==> config.mk <==
export PLATFORM = sky130hd
export DESIGN_NAME = pfla_ctrl
export DESIGN_NICKNAME = d
export VERILOG_FILES = /design/src/rtl/pfla_pkg.sv /design/src/rtl/pfla_ctrl.sv
export SDC_FILE = /design/constraint.sdc
export NUM_CORES = 1
export LEC_CHECK = 0
export BUFFER_PORTS_ARGS = -buffer_cell sky130_fd_sc_hd__buf_4
export CAP_MARGIN = 10
export CORE_AREA = 4 4 41 43
export DETAILED_ROUTE_END_ITERATION = 10
export DIE_AREA = 0 0 45 47
export HOLD_SLACK_MARGIN = 0.06
export PLACE_DENSITY_LB_ADDON = 0.1
export SYNTH_ARGS = -nofsm -noshare
export SYNTH_HDL_FRONTEND = slang
export SYNTH_SLANG_ARGS = --single-unit
export TNS_END_PERCENT = 5
==> constraint.sdc <==
create_clock -name i_clk -period 1.6 [get_ports i_clk]
set_clock_uncertainty 0.15 [all_clocks]
set_input_delay 0.16 -clock i_clk [delete_from_list [all_inputs] [get_ports i_clk]]
set_output_delay 0.16 -clock i_clk [all_outputs]
set_load 0.005 [all_outputs]
==> src/rtl/pfla_pkg.sv <==
// Shared types, status codes and field widths for the page free list allocator.
`default_nettype none

package pfla_pkg;

    localparam int ADDR_W       = 48;
    localparam int STATUS_W     = 2;
    localparam int FREE_PAGES_W = 11;

    typedef enum logic [STATUS_W-1:0] {
        ST_OK           = 2'd0,
        ST_OUT_OF_PAGES = 2'd1,
        ST_BAD_ADDRESS  = 2'd2,
        ST_LIST_FULL    = 2'd3
    } t_status;

    typedef enum logic [1:0] {
        S_CLEAR,
        S_IDLE,
        S_EXEC,
        S_LINK
    } t_state;

    typedef struct packed {
        logic clr_step;
        logic rd;
        logic accept;
        logic exec;
        logic link;
    } t_cmd;

    typedef struct packed {
        logic clr_last;
        logic need_link;
        logic out_free;
    } t_sts;

endpackage

`default_nettype wire

==> src/rtl/pfla_ctrl.sv <==
// Controller state machine that sequences clearing, request execution and list linking.
`default_nettype none

module pfla_ctrl (
    input  wire logic           i_clk,
    input  wire logic           i_rst_n,
    input  wire logic           i_req_valid,
    input  wire pfla_pkg::t_sts i_sts,
    output pfla_pkg::t_cmd      o_cmd,
    output logic                o_req_stall
);
    import pfla_pkg::*;

    t_state r_state;
    t_state n_state;

    always_ff @(posedge i_clk) begin
        if (!i_rst_n) begin
            r_state <= S_CLEAR;
        end else begin
            r_state <= n_state;
        end
    end

    always_comb begin
        n_state = r_state;
        case (r_state)
            S_CLEAR: begin
                if (i_sts.clr_last) begin
                    n_state = S_IDLE;
                end
            end
            S_IDLE: begin
                if (i_req_valid) begin
                    n_state = S_EXEC;
                end
            end
            S_EXEC: begin
                if (i_sts.out_free) begin
                    n_state = i_sts.need_link ? S_LINK : S_IDLE;
                end
            end
            S_LINK: begin
                n_state = S_IDLE;
            end
            default: begin
                n_state = S_CLEAR;
            end
        endcase
    end

    always_comb begin
        o_cmd       = '0;
        o_req_stall = 1'b1;
        case (r_state)
            S_CLEAR: begin
                o_cmd.clr_step = 1'b1;
            end
            S_IDLE: begin
                o_req_stall  = 1'b0;
                o_cmd.rd     = 1'b1;
                o_cmd.accept = i_req_valid;
            end
            S_EXEC: begin
                o_cmd.exec = i_sts.out_free;
            end
            S_LINK: begin
                o_cmd.link = 1'b1;
            end
            default: begin
                o_cmd = '0;
            end
        endcase
    end

    a_exec_needs_room: assert property (@(posedge i_clk) disable iff (!i_rst_n)
        o_cmd.exec |-> i_sts.out_free)
        else $error("Request executed while the response register was busy.");

    a_link_returns_idle: assert property (@(posedge i_clk) disable iff (!i_rst_n)
        r_state == S_LINK |=> r_state == S_IDLE)
        else $error("Link step did not return to idle.");

    a_clear_runs_out: assert property (@(posedge i_clk) disable iff (!i_rst_n)
        (r_state == S_CLEAR && !i_sts.clr_last) |=> r_state == S_CLEAR)
        else $error("Clearing pass ended early.");

endmodule

`default_nettype wire

# == Yosys cells after proc, flatten, opt, wreduce, memory -nomap -nowiden ==
# Cells that the tools add are included.
# word_totals
out_inout_bits,6
in_bits,6
ff_bits,2
# op_classes
muxes,10
reduce_logical,2
eq_ne,6
# op_table
operator,n
$mux W2,5
$pmux W2 S4,1
$ne A2 B2 Y1 const B,3
$eq A2 B2 Y1 const B,2
$mux W1,4
$reduce_and A3 Y1,1
$eq A2 B1 Y1 const B,1
$logic_not A2 Y1,1

# == Depth between registers and ports, before layout ==
# depth
word_depth,3
ltp_mapped,5
mapped_depth_nobuf,5

# == Worst setup path after synthesis ==
# Ideal clock, no wire load.
# synth_path
kind,flip-flop to flip-flop
startpoint,register r_state[1]
endpoint,register r_state[0]
t_arrival_ns,1.314
stages_incl_launch_ff,5
synth_period_minus_slack_ns,1.536
setup_ns,0.072
slack_ns,0.064
n_path_buf,0
path_cell_list,dfxtp_1 -> inv_1 -> ha_1 -> a222oi_1 -> mux2i_1
# synth_via
elab_chain_len,3
word_cells_on_any_way,9
classes_between,6 x eq/ne; 1 x mux; 2 x reduce/logical
# synth_rtl
element,line,rtl
from (decl),pfla_ctrl.sv:14,t_state r_state;
from (signal assigned),pfla_ctrl.sv:21,r_state <= n_state;
"$eq A2 B2 Y1, or another cell as far along",pfla_ctrl.sv:27,case (r_state)
$ne A2 B2 Y1 (no source line),n/a,
$reduce_and A3 Y1 (no source line),n/a,
# Parallel ways exist; a longest one is shown, timed or not.
# A chain may end at the register's enable or synchronous reset.

==> results.yml <==
place:
  port_buffers: 11
  gpl.final_weighted_congestion: 0.7520
  place_hpwl_um: 427.5
clock_network:
  clock_tree.root_cell: "clkbuf_4"
  post_cts.repair.setup_buffers: 0
  clock_tree.htree_level_count: 1
  cts_tree: "done"
  cts_max_path_buffers: 2
  worstSkewPairLatency_ns: 0.22
  clk_transition_reported_paths_ns: 0.03
  clock-sinks: 2
  total_clock_buffers_created_by_cts: 3
die:
  area_of_the_die_um2: 2115
  floorplan.core_area_um2: 1301
  io_pins: 12
  fp.dieH_um: 47
  floorplan.die.width_um: 45
  row_count: 13
  initial_utilization_pct: 14.81
setup_path:
  critical_path_start_type: "flip-flop"
  worst-endpoint-arrival_ns: 1.16
  worstPathRequired_ns: 1.29
  worst-path-max-fanout: 3
  timing.critical_path.to_type: "output port"
  setup.worst_path.class: "reg -> out"
route:
  wl_per_cell_um: 9.018
  drc_marker_count_from_the_first_detailed_route_iteration: 5
  wl_met2_um: 197
  vias_per_cell: 3.643
  detail-route-antenna-nets: 0
  routed.top_layer: "met3"
  detail_route.drc_violations: 0
  detailroute.wirelength.met3_um: 60
  routed_wirelength_um: 505
  first_pass_iters: 5
  via_count: 204
  wl_met1_um: 247
synth:
  dominantRegCellSynth: "dfxtp_1"
  synthesis.instances: 23
  postSynthAreaPerCell_um2: 8.378
  synth-async-reset-ratio_pct: 0
  ys.warnings.count: 0
  synthTopCellsByArea: "ha_1 (32%), dfxtp_1 (21%), mux2i_1 (10%)"
  synth_seq_area_share_pct: 20.78
  syn_nets: 34
  synth_enable_flop_cells: 0
  synthDistinctLibCells: 12
  synth_largest_area_cell: "ha_1"
  synth_commonest_cells: "ha_1 (5), inv_1 (5), dfxtp_1 (2), mux2i_1 (2), nand2_1 (2)"
  synth-seq-cells: 2
  synth_area_um2: 192.7
  synth.top_cell.area_share_pct: 32.47
grt:
  grt_start_max_net_pins: 5
  number_of_global_route_vias_before_repair: 200
  gr-usage-all-layers_pct: 5.757
  grt_first_pass_wirelength_um: 828
  globalRoute.totalOverflow: 0
  initial_antenna_violation_count: 0
final_layout:
  share_of_layout_cells_above_drive_strength_1_pct: 53.66
  syn_to_final_growth_pct: 81.82
  antenna_cells_inserted: 0
  reg.largest.list: "r_state: 2 flops"
  postLayoutCoreUtil_pct: 26.92
  top_register: "r_state"
  largest_register_ff_count: 2
  num-nets-final: 54
status:
  run_status: "finished clean"
sta:
  final-max-slew-violation-count: 0
  finalHoldViolCount: 0
  timing.max_slew.rel_slack_pct: 82.77
  rsz_0062_raised_after_global_routing: "no"
  tightest_slew_ns: 0.2584
  achievable-frequency_mhz: 680.1
  final.min_clock_period_ns: 1.470
  layout_worst_path_cycle_share_pct: 91.90
  tns_ns: 0
  setup_viol: 0
power_and_ir_drop:
  power_leakage_nw: 0.1928
  p_total_mw: 0.4170
  power.density_cell_area_nw_per_um2: 1190
  worst_ir_drop_vdd_v: 0.0003306
run:
  timing.max_cap.violations: 0
min_path:
  min_path_type: "in -> reg"
[timing repair]
| action | CTS | global route |
|---|---|---|
| hold buffers | 0 | 0 |
| hold endpoints to repair | 0 | 0 |
| resized for setup | 0 | 3 |
| setup endpoints to repair | 0 | 3 |
[layer usage]
metal	GRT usage [%]	up-vias
li1	-	110
met1	6.561	86
met2	7.345	8
met3	5.747	0
met4	1.754	0
met5	0	-
[power breakdown]
group	internal [mW]	leakage (nW)	switching, mW
sequential	0.0650	0.0167	0.00992
clock	0.0828	0.0138	0.0287
combinational	0.138	0.162	0.0922
[worst max-delay path, stage by stage (launching register included)]
cell and delay [ns]:
dfxtp_1 0.33, inv_2 0.06, ha_2 0.17, buf_4 0.14
inv_1 0.06, nor2_1 0.05, buf_4 0.12
[final cells by class]
type	count	area, um^2
fillers	150	950.9
multi-input cells	15	131.4
repair buffers	15	112.6
flip-flops and latches	2	41.29
inverters	6	23.77
clock buffers	3	22.52
well taps	15	18.77
[through the flow]
step	hold WS [ns]	cells	cell area, um^2	setup WS (ns)
after floorplan	0.1563	23	192.7	0.06429
after global placement	0.3070	53	324.1	0.07051
after detailed placement	0.3048	53	324.1	0.09427
after CTS	0.06414	56	346.6	0.05722
after global routing	0.07922	56	350.3	0.01629
final	0.06564	56	350.3	0.1296
[placed cells by master, fill, tap and decap left out]
cell	instances
clkinvlp_2	1
inv_1	4
dfxtp_2	1
ha_2	1
ha_1	4
dfxtp_1	1
nand3_1	1
nand2_1	2
nand2b_1	1
buf_4	15
inv_2	1
a222oi_1	1
mux2i_1	2
and2_1	1
clkbuf_4	3
nor2_1	1
a21o_1	1
[cells by family after synthesis]
logic type | after synthesis | share of synthesized area (%)
buffers and inverters | 6 | 12.34
flip-flops | 2 | 20.78
AND/OR/NAND/NOR | 6 | 14.94
multiplexers | 2 | 10.39
adder cells (fa/ha/maj) | 5 | 32.47
AO/OA/AOI/OAI | 2 | 9.093
[path summary, 6_finish.rpt]
path | from | slack (ns) | depth (start not counted) | end
max | r_state[1]$_SDFFE_PN0P_ | 0.13 | 6 | o_cmd[2]
max reg2reg | r_state[0]$_SDFFE_PN0P_ | 0.17 | 5 | r_state[0]$_SDFFE_PN0P_
min | i_rst_n | 0.07 | 3 | r_state[0]$_SDFFE_PN0P_
min reg2reg | r_state[0]$_SDFFE_PN0P_ | 0.45 | 3 | r_state[0]$_SDFFE_PN0P_
(Power assumes the default switching activity.)
